### config.mk
export PLATFORM = sky130hd
export DESIGN_NAME = mfrf_merge
export DESIGN_NICKNAME = d
export VERILOG_FILES = /design/src/rtl/core/mfrf_pkg.sv /design/src/rtl/core/mfrf_merge.sv
export VERILOG_INCLUDE_DIRS = /design/src /design/src/rtl/core
export SDC_FILE = /design/constraint.sdc
export NUM_CORES = 1
export LEC_CHECK = 0
export BUFFER_PORTS_ARGS = -buffer_cell sky130_fd_sc_hd__clkbuf_2
export CORE_AREA = 2 2 210 212
export CTS_CLUSTER_SIZE = 40
export DETAILED_ROUTE_END_ITERATION = 16
export DIE_AREA = 0 0 212 214
export SLEW_MARGIN = 20
export SYNTH_ARGS = -nofsm -noshare
export SYNTH_HDL_FRONTEND = slang
export SYNTH_SLANG_ARGS = --single-unit
export TNS_END_PERCENT = 30
### constraint.sdc
create_clock -name clk -period 7.25 [get_ports clk]
set_clock_uncertainty 0.2 [all_clocks]
set_input_delay 0.3625 -clock clk [delete_from_list [all_inputs] [get_ports clk]]
set_output_delay 0.3625 -clock clk [all_outputs]
set_load 0.02 [all_outputs]
### src/rtl/core/multichannel_frame_ring_fifo_top_defines.svh
`ifndef MULTICHANNEL_FRAME_RING_FIFO_TOP_DEFINES_SVH
`define MULTICHANNEL_FRAME_RING_FIFO_TOP_DEFINES_SVH

// same-cycle check, sampled on clk, off while arst_n is low
`define MFRF_ASSERT(lbl, prop, msg) \
	lbl: assert property (@(posedge clk) disable iff (!arst_n) (prop)) else $error(msg);

// check in the cycle after the antecedent
`define MFRF_ASSERT_NEXT(lbl, pre, post, msg) \
	lbl: assert property (@(posedge clk) disable iff (!arst_n) (pre) |=> (post)) else $error(msg);

`endif

### src/rtl/core/mfrf_pkg.sv
`default_nettype none

package mfrf_pkg;

	localparam int DEPTH_FRAMES = 1024;
	localparam int ADDR_W       = $clog2(DEPTH_FRAMES);
	localparam int MAX_CHANNELS = 8;
	localparam int SAMPLE_W     = 32;
	localparam int FILL_W       = 10;
	localparam int CH_W         = 4;
	localparam int CFG_IDX_W    = 2;
	localparam logic [CH_W-1:0] CH_RESET = CH_W'(2);

	typedef enum logic [1:0] {
		OP_PUSH  = 2'd0,
		OP_POP   = 2'd1,
		OP_CLEAR = 2'd2,
		OP_NOP   = 2'd3
	} mfrf_op_t;

	typedef enum logic [CFG_IDX_W-1:0] {
		REG_RING_CHANNELS = CFG_IDX_W'(0),
		REG_OUT_CHANNELS  = CFG_IDX_W'(1)
	} mfrf_reg_t;

	typedef struct packed {
		logic              issue;
		logic              wr_en;
		logic              rd_en;
		logic [ADDR_W-1:0] addr;
	} mfrf_cmd_t;

	typedef struct packed {
		logic              ok;
		logic [FILL_W-1:0] fill;
	} mfrf_res_t;

	typedef logic [MAX_CHANNELS-1:0][SAMPLE_W-1:0] mfrf_frame_t;

	function automatic logic [CH_W-1:0] clamp_ch(input logic [CH_W-1:0] v);
		return (v > CH_W'(MAX_CHANNELS)) ? CH_W'(MAX_CHANNELS) : v;
	endfunction

endpackage

`default_nettype wire

### src/rtl/core/mfrf_merge.sv
`default_nettype none
`include "multichannel_frame_ring_fifo_top_defines.svh"

module mfrf_merge (
	input  logic                              clk,
	input  logic                              arst_n,
	input  logic                              fire,
	input  mfrf_pkg::mfrf_res_t               res,
	input  mfrf_pkg::mfrf_frame_t             lane_data,
	input  logic                              out_ready,
	output logic                              s1_ready,
	output logic                              out_valid,
	output logic                              ok,
	output logic [mfrf_pkg::FILL_W-1:0]       fill_level,
	output mfrf_pkg::mfrf_frame_t             samples
);
	import mfrf_pkg::*;

	logic              valid_s1;
	logic              ok_s1;
	logic [FILL_W-1:0] fill_s1;
	logic              out_valid_q;
	logic              ok_q;
	logic [FILL_W-1:0] fill_q;
	mfrf_frame_t       samples_q;
	logic              advance;

	assign advance  = valid_s1 && (!out_valid_q || out_ready);
	assign s1_ready = !valid_s1 || advance;

	always_ff @(posedge clk or negedge arst_n) begin
		if (!arst_n) begin
			valid_s1    <= 1'b0;
			out_valid_q <= 1'b0;
		end else begin
			if (fire) begin
				valid_s1 <= 1'b1;
			end else if (advance) begin
				valid_s1 <= 1'b0;
			end
			if (advance) begin
				out_valid_q <= 1'b1;
			end else if (out_ready) begin
				out_valid_q <= 1'b0;
			end
		end
	end

	always_ff @(posedge clk) begin
		if (fire) begin
			ok_s1   <= res.ok;
			fill_s1 <= res.fill;
		end
		if (advance) begin
			ok_q      <= ok_s1;
			fill_q    <= fill_s1;
			samples_q <= lane_data;
		end
	end

	assign out_valid  = out_valid_q;
	assign ok         = ok_q;
	assign fill_level = fill_q;
	assign samples    = samples_q;

	`MFRF_ASSERT(a_s1_not_overwritten, !(fire && valid_s1 && !advance), "stage one overwritten while stalled")
	`MFRF_ASSERT_NEXT(a_fire_fills_s1, fire, valid_s1, "accepted transaction missing in stage one")
	`MFRF_ASSERT(a_fail_is_silent, !(out_valid_q && !ok_q && samples_q != '0), "failed operation returned samples")

endmodule

`default_nettype wire

After elaboration in Yosys (flattened, before gate mapping)

Cells that the tools add are included.

Bits in registers: 280
Bits of input ports: 271
Output and inout bits: 269
Word-level logic and storage cells: 25

Muxes and demuxes: 4
Reductions and logical operators: 7

Operator list:

| cell               | count |
|---|---|
| 1-bit 2-to-1 mux   | 4 |
| 2-bit nonzero test | 2 |
| 1-bit logical NOT  | 2 |
| 1-bit logical OR   | 2 |
| 1-bit logical AND  | 1 |

Logic depth before layout (Yosys ltp)

Depth after elaboration: 5
Mapped depth: 2
Depth with buffers taken out: 2

Least setup slack after synthesis

No wires, ideal clock.

Kind: register to register
Start: register out_valid_q (netlist: out_valid)
End: register fill_q[0] (netlist: fill_level[0]) (enable)
Setup time: 661 ps
Arrival time: 6612 ps
Path slack: -222 ps
Stages on the path, launching flop included: 3
Path buffers: 0
Cells stage by stage: dfrtp_1 -> nand2b_1 -> and2_1

Longest elaborated chain between the ends: 3

Ends and longest elaborated chain:

| element                | line             | source |
|---|---|---|
| start, declared        | mfrf_merge.sv:22 | `logic out_valid_q;` |
| start signal, assigned | mfrf_merge.sv:34 | `out_valid_q <= 1'b0;` |
| start signal, assigned | mfrf_merge.sv:42 | `out_valid_q <= 1'b1;` |
| start signal, assigned | mfrf_merge.sv:44 | `out_valid_q <= 1'b0;` |
| 1-bit logical NOT      | mfrf_merge.sv:28 | `assign advance = valid_s1 && (!out_valid_q \|\| out_ready);` |
| 1-bit logical OR       | mfrf_merge.sv:28 |  |
| 1-bit logical AND      | mfrf_merge.sv:28 |  |
| named net advance      | mfrf_merge.sv:26 | `logic advance;` |
| end signal, assigned   | mfrf_merge.sv:56 | `fill_q <= fill_s1;` |
| end, declared          | mfrf_merge.sv:24 | `logic [FILL_W-1:0] fill_q;` |

The timed path passes the listed nets, and every way through them passes these cells.
A chain may end at the register's enable or synchronous reset.

Final worst setup path

Start: input port out_ready
End: register samples_q (netlist bit samples[218]) (enable)

Longest elaborated chain between the ends: 2

Ends and longest elaborated chain:

| element              | line             | source |
|---|---|---|
| start, declared      | mfrf_merge.sv:10 | `input logic out_ready,` |
| 1-bit logical OR     | mfrf_merge.sv:28 |  |
| 1-bit logical AND    | mfrf_merge.sv:28 |  |
| named net advance    | mfrf_merge.sv:26 |  |
| end signal, assigned | mfrf_merge.sv:57 | `samples_q <= lane_data;` |
| end, declared        | mfrf_merge.sv:25 | `mfrf_frame_t samples_q;` |

The timed path passes the listed nets, and every way through them passes these cells.

==> out/metrics.cfg <==
[run_status]
run_status=complete, no violations

[die]
pin_count=540
dieArea_um2=45400
start_util_pct=19.7
die_x_um=212
rows=76
core_um2=42900
die_h_um=214

[synth]
ys_seq_area_share_pct=99.6
synth_area_leaders=edfxtp_1, dfrtp_1, nand2b_1, a21o_1, and2_1
avgSynthCellArea_um2=29.5
synth_area_um2=8430
synth_top_area_share_pct=99.0
synth_seq_cells=280
ys_types=7
syn_inst=286
synth_warnings=0
syn_nets=557
yosys.area.top_type=edfxtp_1

[routing]
viasPerCell=3.59
wl_per_cell_um=16.3
wl_um=28400
vias=6262
drt_iter0_markers=307
ant_nets=0
drtPass1Iterations=4
drc=0

[timing]
fin_setup_tns_ps=0
holdWs_ps=77.2
setup_viol=0
post-route-period-util_pct=39.0
tightestPinTransition_ps=1040
setup_ws_ps=4420
finalCriticalPeriod_ps=2830
clock.fmax_ghz=0.354
rsz0062_at_grt=no
hold_violations=0
slew_headroom_pct=30.4
final_max_slew_viol_count=0

[global_route]
grt_pass1_vias=7057
grt_pass1_wl_um=40700
antenna_found_initial=7
grt_overflow=0
track_usage_pct=12.1
grt_max_degree=134

[setup_path]
cp_slowest_cell=buf_4
cp.buffers_inverters=3
path_delay_family=buffers and inverters
arrival_ps=2760
crit_chain=dlygate4sd3_1, clkbuf_2, nand2b_1, and2_4, buf_4
cp.required_ps=7180
path_class=in -> reg
critPathMaxFanout=79
startpoint=out_ready
regToRegStartpoint=out_valid
crit_path_start_kind=input pin
crit_path_end_kind=flop
rr_worst_depth=3
cp.depth=5
cp_slowest_stage_delay_ps=860

[clocking]
cts_root_buf=clkbuf_16
clk_latency_ps=510
numCtsBuffers=34
post_cts_buffers=0
cts_htree_levels=2
clk_pin_slew_ps=50
post_cts_resize_count=0
cts_sinks=280
cts_tree=yes
cts_max_path_buffers=3

[pwr]
p_per_area_nw_per_um2=272
power_frac_seq_pct=45.7
power.internal_mw=3.32
leakagePower_nw=6.69
netSwitchingFraction_pct=22.8
ir_drop_mv=0.188
pwr-share-comb_pct=11.7
p_sw_mw=0.982
total_power_mw=4.31
clockPowerShare_pct=42.6

[hold_path]
hold_class=in -> reg
min_from=fire
min_path_cells=2

[final_layout]
final_nets=1404
fillers=3978
drive_above_1_share_pct=51.3
fin_area_um2=15800
final_common_cell=clkbuf_2
final_cell_mix=clkbuf_2, edfxtp_1, dlygate4sd3_1, clkbuf_16
synthToLayoutAreaGrowth_pct=87.6

[placed_design]
place_ws_ps=4420
dpl_cell_area_um2=11900
portBuffers=539
gp_congestion=0.780
hpwlAfterDp_um=18800

[job]
maxCapViolCount=0

==> logic make-up after synthesis <==
group,Yosys count,synth area share (%)
AND/OR/NAND/NOR,5,0.341
flip-flops,280,99.6
AO/OA/AOI/OAI,1,0.0890
==> sequential cells by signal (all words and copies together) (netlist names) <==
name and cells:
out_valid 1, samples 256, fill_level 10, valid_s1 1
ok 1, ok_s1 1, fill_s1 10
==> power groups by stage <==
stage               clock network, mW  registers (mW)  logic (mW)
floorplan                           0            2.15      0.0403
global placement                    0            2.00       0.381
detailed placement                  0            2.00       0.387
CTS                              1.90            1.97       0.507
global route                     1.95            1.98       0.537
finish                           1.83            1.97       0.505
==> what timing repair did <==
action	4_1_cts	5_1_grt
endpoints found under the setup margin	0	0
hold buffers	270	0
hold endpoints to repair	271	0
==> synth_stat cells <==
cell,number
dfrtp_1,2
nand2b_1,2
edfxtp_1,278
and2_1,1
nor2b_1,1
nand2_1,1
a21o_1,1
==> per-layer routing <==
metal	track usage, %	vias up	wire length [µm]
li1	-	2869	-
met1	11.8	2973	9880
met2	21.9	341	14600
met3	5.19	71	2870
met4	5.54	8	935
met5	0	-	51
==> metrics by stage <==
| step | instances | util [%] |
|---|---|---|
| floorplan | 286 | - |
| global placement | 1412 | 27.7 |
| detailed placement | 1412 | 27.7 |
| CTS | 1742 | 36.9 |
| global route | 1743 | 36.9 |
| finish | 1744 | 36.9 |
==> final cells by class <==
cell class,instances,area [µm²],share of cell area [%]
flip-flops and latches,280,8400,53.1
diodes,2,5.00,0.0316
repair buffers,811,5430,34.3
well taps,585,732,4.62
clock buffers,44,992,6.27
multi-input cells,6,38.8,0.245
clock inverters,16,233,1.47
==> path summary, 6_finish.rpt <==
path	slack, ps	end
max	4420	samples[218]
min	80	valid_s1
max reg2reg	4540	samples[218]
min reg2reg	220	fill_level[8]
max in group asynchronous	6160	valid_s1
min in group asynchronous	550	out_valid
Note: power is estimated with default switching activity, not from simulation.
