--- src/rtl/core/multichannel_frame_ring_fifo_top_defines.svh ---
`ifndef MULTICHANNEL_FRAME_RING_FIFO_TOP_DEFINES_SVH
`define MULTICHANNEL_FRAME_RING_FIFO_TOP_DEFINES_SVH

// same-cycle check, sampled on clk, off while arst_n is low
`define MFRF_ASSERT(lbl, prop, msg) \
	lbl: assert property (@(posedge clk) disable iff (!arst_n) (prop)) else $error(msg);

// check in the cycle after the antecedent
`define MFRF_ASSERT_NEXT(lbl, pre, post, msg) \
	lbl: assert property (@(posedge clk) disable iff (!arst_n) (pre) |=> (post)) else $error(msg);

`endif

--- src/rtl/core/mfrf_pkg.sv ---
`default_nettype none

package mfrf_pkg;

	localparam int DEPTH_FRAMES = 1024;
	localparam int ADDR_W       = $clog2(DEPTH_FRAMES);
	localparam int MAX_CHANNELS = 8;
	localparam int SAMPLE_W     = 32;
	localparam int FILL_W       = 10;
	localparam int CH_W         = 4;
	localparam int CFG_IDX_W    = 2;
	localparam logic [CH_W-1:0] CH_RESET = CH_W'(2);

	typedef enum logic [1:0] {
		OP_PUSH  = 2'd0,
		OP_POP   = 2'd1,
		OP_CLEAR = 2'd2,
		OP_NOP   = 2'd3
	} mfrf_op_t;

	typedef enum logic [CFG_IDX_W-1:0] {
		REG_RING_CHANNELS = CFG_IDX_W'(0),
		REG_OUT_CHANNELS  = CFG_IDX_W'(1)
	} mfrf_reg_t;

	typedef struct packed {
		logic              issue;
		logic              wr_en;
		logic              rd_en;
		logic [ADDR_W-1:0] addr;
	} mfrf_cmd_t;

	typedef struct packed {
		logic              ok;
		logic [FILL_W-1:0] fill;
	} mfrf_res_t;

	typedef logic [MAX_CHANNELS-1:0][SAMPLE_W-1:0] mfrf_frame_t;

	function automatic logic [CH_W-1:0] clamp_ch(input logic [CH_W-1:0] v);
		return (v > CH_W'(MAX_CHANNELS)) ? CH_W'(MAX_CHANNELS) : v;
	endfunction

endpackage

`default_nettype wire

--- src/rtl/core/mfrf_ctrl.sv ---
`default_nettype none
`include "multichannel_frame_ring_fifo_top_defines.svh"

module mfrf_ctrl (
	input  logic                                clk,
	input  logic                                arst_n,
	input  logic                                fire,
	input  logic [1:0]                          opcode,
	input  logic                                cfg_we,
	input  logic [mfrf_pkg::CFG_IDX_W-1:0]      cfg_index,
	input  logic [mfrf_pkg::CH_W-1:0]           cfg_data,
	output mfrf_pkg::mfrf_cmd_t                 cmd,
	output logic [mfrf_pkg::MAX_CHANNELS-1:0]   keep,
	output mfrf_pkg::mfrf_res_t                 res
);
	import mfrf_pkg::*;

	logic [ADDR_W-1:0] wr_idx_q, rd_idx_q;
	logic [ADDR_W-1:0] wr_nxt, rd_nxt;
	logic [ADDR_W-1:0] held, fill_nxt;
	logic [CH_W-1:0]   ring_ch_q, out_ch_q;
	logic [CH_W-1:0]   rc, oc, n_ch;
	logic              full, empty, ok, pop_ok;
	mfrf_op_t          op;

	assign op    = mfrf_op_t'(opcode);
	assign held  = wr_idx_q - rd_idx_q;
	assign full  = (held == ADDR_W'(DEPTH_FRAMES - 1));
	assign empty = (held == '0);

	always_ff @(posedge clk or negedge arst_n) begin
		if (!arst_n) begin
			ring_ch_q <= CH_RESET;
			out_ch_q  <= CH_RESET;
		end else if (cfg_we) begin
			unique case (cfg_index)
				REG_RING_CHANNELS: ring_ch_q <= cfg_data;
				REG_OUT_CHANNELS:  out_ch_q  <= cfg_data;
				default: ;
			endcase
		end
	end

	always_comb begin
		wr_nxt = wr_idx_q;
		rd_nxt = rd_idx_q;
		ok     = 1'b0;
		pop_ok = 1'b0;
		unique case (op)
			OP_PUSH: begin
				if (!full) begin
					wr_nxt = wr_idx_q + ADDR_W'(1);
					ok     = 1'b1;
				end
			end
			OP_POP: begin
				if (!empty) begin
					rd_nxt = rd_idx_q + ADDR_W'(1);
					ok     = 1'b1;
					pop_ok = 1'b1;
				end
			end
			OP_CLEAR: begin
				wr_nxt = '0;
				rd_nxt = '0;
				ok     = 1'b1;
			end
			OP_NOP: ;
			default: ;
		endcase
	end

	always_ff @(posedge clk or negedge arst_n) begin
		if (!arst_n) begin
			wr_idx_q <= '0;
			rd_idx_q <= '0;
		end else if (fire) begin
			wr_idx_q <= wr_nxt;
			rd_idx_q <= rd_nxt;
		end
	end

	assign rc   = clamp_ch(ring_ch_q);
	assign oc   = clamp_ch(out_ch_q);
	assign n_ch = (rc < oc) ? rc : oc;

	always_comb begin
		for (int c = 0; c < MAX_CHANNELS; c++) begin
			keep[c] = pop_ok && (CH_W'(c) < n_ch);
		end
	end

	assign fill_nxt  = wr_nxt - rd_nxt;
	assign cmd.issue = fire;
	assign cmd.wr_en = fire && (op == OP_PUSH) && !full;
	assign cmd.rd_en = fire && pop_ok;
	assign cmd.addr  = (op == OP_PUSH) ? wr_idx_q : rd_idx_q;
	assign res.ok    = ok;
	assign res.fill  = FILL_W'(fill_nxt);

	`MFRF_ASSERT_NEXT(a_drop_keeps_wr, fire && op == OP_PUSH && full, $stable(wr_idx_q), "push into full ring moved write index")
	`MFRF_ASSERT_NEXT(a_underrun_keeps_rd, fire && op == OP_POP && empty, $stable(rd_idx_q), "pop from empty ring moved read index")
	`MFRF_ASSERT_NEXT(a_clear_zeroes, fire && op == OP_CLEAR, wr_idx_q == '0 && rd_idx_q == '0, "clear left nonzero indexes")

endmodule

`default_nettype wire

--- config.mk ---
export PLATFORM = sky130hd
export DESIGN_NAME = mfrf_ctrl
export DESIGN_NICKNAME = d
export VERILOG_FILES = /design/src/rtl/core/mfrf_pkg.sv /design/src/rtl/core/mfrf_ctrl.sv
export VERILOG_INCLUDE_DIRS = /design/src /design/src/rtl/core
export SDC_FILE = /design/constraint.sdc
export NUM_CORES = 1
export LEC_CHECK = 0
export ABC_AREA = 1
export ABC_CLOCK_PERIOD_IN_PS = 3490
export BUFFER_PORTS_ARGS = -buffer_cell sky130_fd_sc_hd__buf_2
export CORE_UTILIZATION = 54
export DETAILED_ROUTE_END_ITERATION = 16
export PLACE_DENSITY = 0.77
export SETUP_SLACK_MARGIN = 0.1
export SLEW_MARGIN = 20
export SYNTH_ARGS = -nofsm -noshare
export SYNTH_HDL_FRONTEND = slang
export SYNTH_SLANG_ARGS = --single-unit
--- constraint.sdc ---
create_clock -name clk -period 3.49 [get_ports clk]
set_input_delay 0.1745 -clock clk [delete_from_list [all_inputs] [get_ports clk]]
set_output_delay 0.1745 -clock clk [all_outputs]
set_load 0.005 [all_outputs]
After elaboration in Yosys (flattened, before gate mapping)

Cells that the tools add are included.

Bits in registers: 28
Bits in latches: 0
RAM bits: 0
ROM bits: 0
Output and inout port bits: 32
Word-level logic and storage cells: 52
Memories: 0

$add $sub $neg: 4
Multiply operators: 0
Divide/modulo/power cells: 0
Order comparisons: 11
Equal/unequal tests: 4
Shifts and indexed selects: 0
Mux-type cells: 12
Bitwise gates (word level): 0
Reductions and logical operators: 17

Operators by type and width:

| operator                                                                     | count |
|---|---|
| 10-bit case mux with 2 select lines                                          | 2 |
| 10-bit two-way mux                                                           | 3 |
| 10-bit by 1-bit adder with 10-bit output (second input constant)             | 2 |
| 10-bit subtractor                                                            | 2 |
| 3-bit by 4-bit less-than comparator with 1-bit output (first input constant) | 4 |
| 4-bit two-way mux                                                            | 3 |
| 1-bit logical AND                                                            | 11 |
| 10-bit == test (second input constant)                                       | 1 |
| 10-bit logical NOT                                                           | 1 |
| 4-bit > comparator (second input constant)                                   | 2 |
| 1-bit by 4-bit less-than comparator with 1-bit output (first input constant) | 2 |
| 2-bit by 4-bit less-than comparator with 1-bit output (first input constant) | 2 |
| 2-bit by 1-bit == test with 1-bit output (second input constant)             | 2 |
| 2-bit logical NOT                                                            | 2 |
| 4-bit less-than comparator                                                   | 1 |
| 2-bit AND reduction                                                          | 2 |
| 1-bit two-way mux                                                            | 3 |
| 1-bit case mux with 3 select lines                                           | 1 |
| 2-bit == test (second input constant)                                        | 1 |
| 1-bit logical NOT                                                            | 1 |

Depth between registers and ports, before layout

Depth in word-level cells: 6
Gate-level depth with buffers: 29
Mapped depth without buffers: 29

Worst setup path after synthesis

Ideal clock, no wire load.

Kind: flip-flop to output port
Start: register wr_idx_q[0]
End: output res[8] in the netlist's numbering
Arrival time: 3713 ps
Required time: 3316 ps
Slack: -397 ps
Cell stages (with the launch flop): 26
Buffers on the path: 0
Path through: dfrtp_1 > inv_1 > ha_1 > fa_1 > or2_2 > nor2_1 > nand3_1 > nor2_1 > nand2_2 > nor2_4 > nand2_4 > nand2_8 > o21ai_0 > o21ai_0 > ha_1 > inv_1 > fa_1 > nand3_1 > nand2_1 > a21oi_1 > o21ai_0 > inv_1 > nor2_1 > o21ai_0 > nand2_1 > xor2_1

RTL lines:

| element                  | RTL line        | RTL |
|---|---|---|
| start: declaration       | mfrf_ctrl.sv:18 | `logic [ADDR_W-1:0] wr_idx_q, rd_idx_q;` |
| start signal: assignment | mfrf_ctrl.sv:78 | `wr_idx_q <= wr_nxt;` |
| end: declaration         | mfrf_ctrl.sv:14 | `output mfrf_pkg::mfrf_res_t res` |

==> run metrics <==
unrepaired setup endpoints after global routing=true; crit-path max FO=4; EDFF count, synth=0; die width=80.8 um; Bufs and invs on worst path=5; synth-to-layout area growth=44.9%; number of clock sinks=28; GPL Wtd Cong=0.921; CTS buffer count=3; CTS tree=built; syn avg cell area=6.35 um2; Reg2Reg Capture Point=wr_idx_q[1]; CP Launch Type=flop; Final Hold Fails=0; post-synthesis register bit count=28; FILL cells=395; worst hold path type=in -> reg; crit path kind=reg -> out; commonest non-fill, non-tap cell in the layout=nand2_1; P_int=1.11 mW; DR vias/cell=5.75; area of the multi-input gates=0.00263 mm2; Skew-Pair Late Insertion Delay=300 ps; r2r setup slk=640 ps; RR Startpoint=wr_idx_q[0]; post-layout min period=4240 ps; NumNets Final=712; Initial DRT Pass Iterations=5; most frequent cells in the layout=nand2_1 (143), buf_4 (91), inv_1 (76); DIE AREA=0.00653 mm2; largest net degree at the start of global routing=29; ys async rst share=100%; Comb pwr share=67.3%; io pins=44; max_slew headroom=44.6%; CP endpoint kind=primary output; Post-synth top flop=dfrtp_1; ratio of cells with drive above 1 in the final layout=37.5%; Post-Synthesis Cells=528; Critical Path AT=4070 ps; diodes inserted=0; buffers added on ports=43; number of global-route vias before repair=3868; maximum clock frequency=236 MHz; Post-route DRC=0; Req. time, crit path=3320 ps; Seq pwr share=19.0%; placed instance area=0.00433 mm2; Hold Path End=out_ch_q[3]; Psw=940 uW; Clock Skew=10.6 ps; Net Sw Frac=45.8%; Std-Cell Rows=28; Max VDD drop=0.000413 V; CP max-delay cell=dfrtp_1; Slowest Stage Delay on Critical Path=420 ps; Seq/Total Area, Yosys=21.0%; failing checks=setup timing; Initial Util=56.3%; die height=80.8 um; worst-margin pin slew=826 ps; total power draw=2.05 mW; hold path cells=3; Worst path most repeated cell=nand2_1; max_cap viols=0; core area=0.00596 mm2; leak pwr=2.56 nW; Max clock buf depth=2; setup ws final=-750 ps; Setup-failing EPs final=9; Routed Antenna Nets=0; global route overflow=0; mapped cell area=0.00335 mm2; count of pins over their slew limit=0; CTS H-tree depth=1; design area=0.00486 mm2; first-pass GRT wire length=17800 um; register area=703 um2; fin crit share=121%; Detail Placement HPWL=8310 um; Crit path max-delay family=simple AND/OR/NAND/NOR gates; via count=4275; global-route usage over all layers=35.9%; Hold Crit Start=cfg_data[3]; wirelength, routed=12600 um; Worst-path clk slew=120 ps; Pwr Density=422 mW/mm2; status=finished with violations; Setup TNS=-4610 ps; Iter 0 DRT Violations=331; CTS Root Buffer Type=clkbuf_8; Yosys Warn Count=0; Routed WL per cell=16.9 um; R2R cell count=18; Crit. path cell count=29; Net Count, Synth=570; antenna violations before repair=0; Netlist cell types=44; clock share of power=13.7%
-- worst register-to-register path: cells and delay by family, from the launching register on --
| family | cells | cell delay [ps] |
|---|---|---|
| fa+ha+maj | 2 | 580 |
| flops | 1 | 400 |
| simple gates | 10 | 1040 |
| buf+inv | 3 | 350 |
| compound gates | 3 | 350 |
-- kinds of logic after synthesis --
kind of cell | after synthesis | synth area share (%)
and+or+nand+nor | 275 | 38.6
buffers and inverters | 95 | 11.2
AOI/OAI and AO/OA | 91 | 15.3
adders and majority gates | 30 | 11.6
DFF | 28 | 21.0
xor gates and xnor gates | 9 | 2.35
-- worst max-delay path by stage --
stage                startpoint  endpoint  slack [ps]
global placement    rd_idx_q[0]    res[8]        -350
detailed placement  rd_idx_q[0]    res[8]        -480
finish              rd_idx_q[0]    res[8]        -750
CTS                 rd_idx_q[0]    res[8]        -650
global route        wr_idx_q[1]    res[8]        -910
floorplan           wr_idx_q[0]    res[8]        -230
-- synthesized netlist by cell type, types with 3 or more instances --
library cell	n	area (um2)
o21ai_0	38	190
nand3_2	8	80.1
o21ai_2	6	52.6
nand2_2	14	87.6
ha_1	28	350
nor2_1	31	116
o211ai_1	4	30.0
nor3_1	7	35.0
nand2_1	150	563
nor2_2	5	31.3
nor4_1	3	18.8
nand4_1	7	43.8
dfrtp_1	26	651
nand3_1	38	190
inv_1	83	312
xor2_1	9	78.8
o21ai_1	8	40.0
clkbuf_1	4	15.0
a21oi_1	24	120
-- area by class of cell --
cell class,count,area share (%)
sequential,28,14.5
multi-input combinational,405,54.0
inverter,87,6.93
clock inverter,1,0.618
timing repair buffer,145,21.2
tap,75,1.93
clock buffer,3,0.850
-- state kept, by name, summed over array words and instances, names as in the netlist --
signal / flops
out_ch_q: 4
ring_ch_q: 4
wr_idx_q: 10
rd_idx_q: 10
-- stage by stage --
step           utilization [%]  cells  hold slack, ps  setup WS, ps
2_1_floorplan                -    528            -121          -231
3_3_place_gp              72.8    718             224          -349
3_5_place_dp              72.8    718             232          -476
4_1_cts                   78.5    738             109          -648
5_1_grt                   81.6    744             164          -908
6_report                  81.6    744             126          -750
-- power groups by stage --
stage	combinational [mW]	clock, mW	sequential, mW
floorplan	0.703	0	0.389
global placement	1.06	0	0.390
detailed placement	1.09	0	0.391
CTS	1.22	0.269	0.385
global route	1.50	0.284	0.391
finish	1.38	0.280	0.389
-- per-layer routing --
metal	vias up	part of all wire, %	global-route usage, %
met4	0	4.8	12.3
met3	66	7.2	4.16
met1	1989	38	42.7
met5	-	0	0
li1	2004	-	-
met2	216	50	66.1
-- repair_timing --
item / CTS / global route
hold buffers: 1 / 0
endpoints found under the hold margin: 26 / 0
resized for setup: 39 / 35
setup endpoints to repair: 9 / 10
pin swaps: 39 / 25
buffers inserted: 17 / 8
Power figures use the tool's default switching activity.
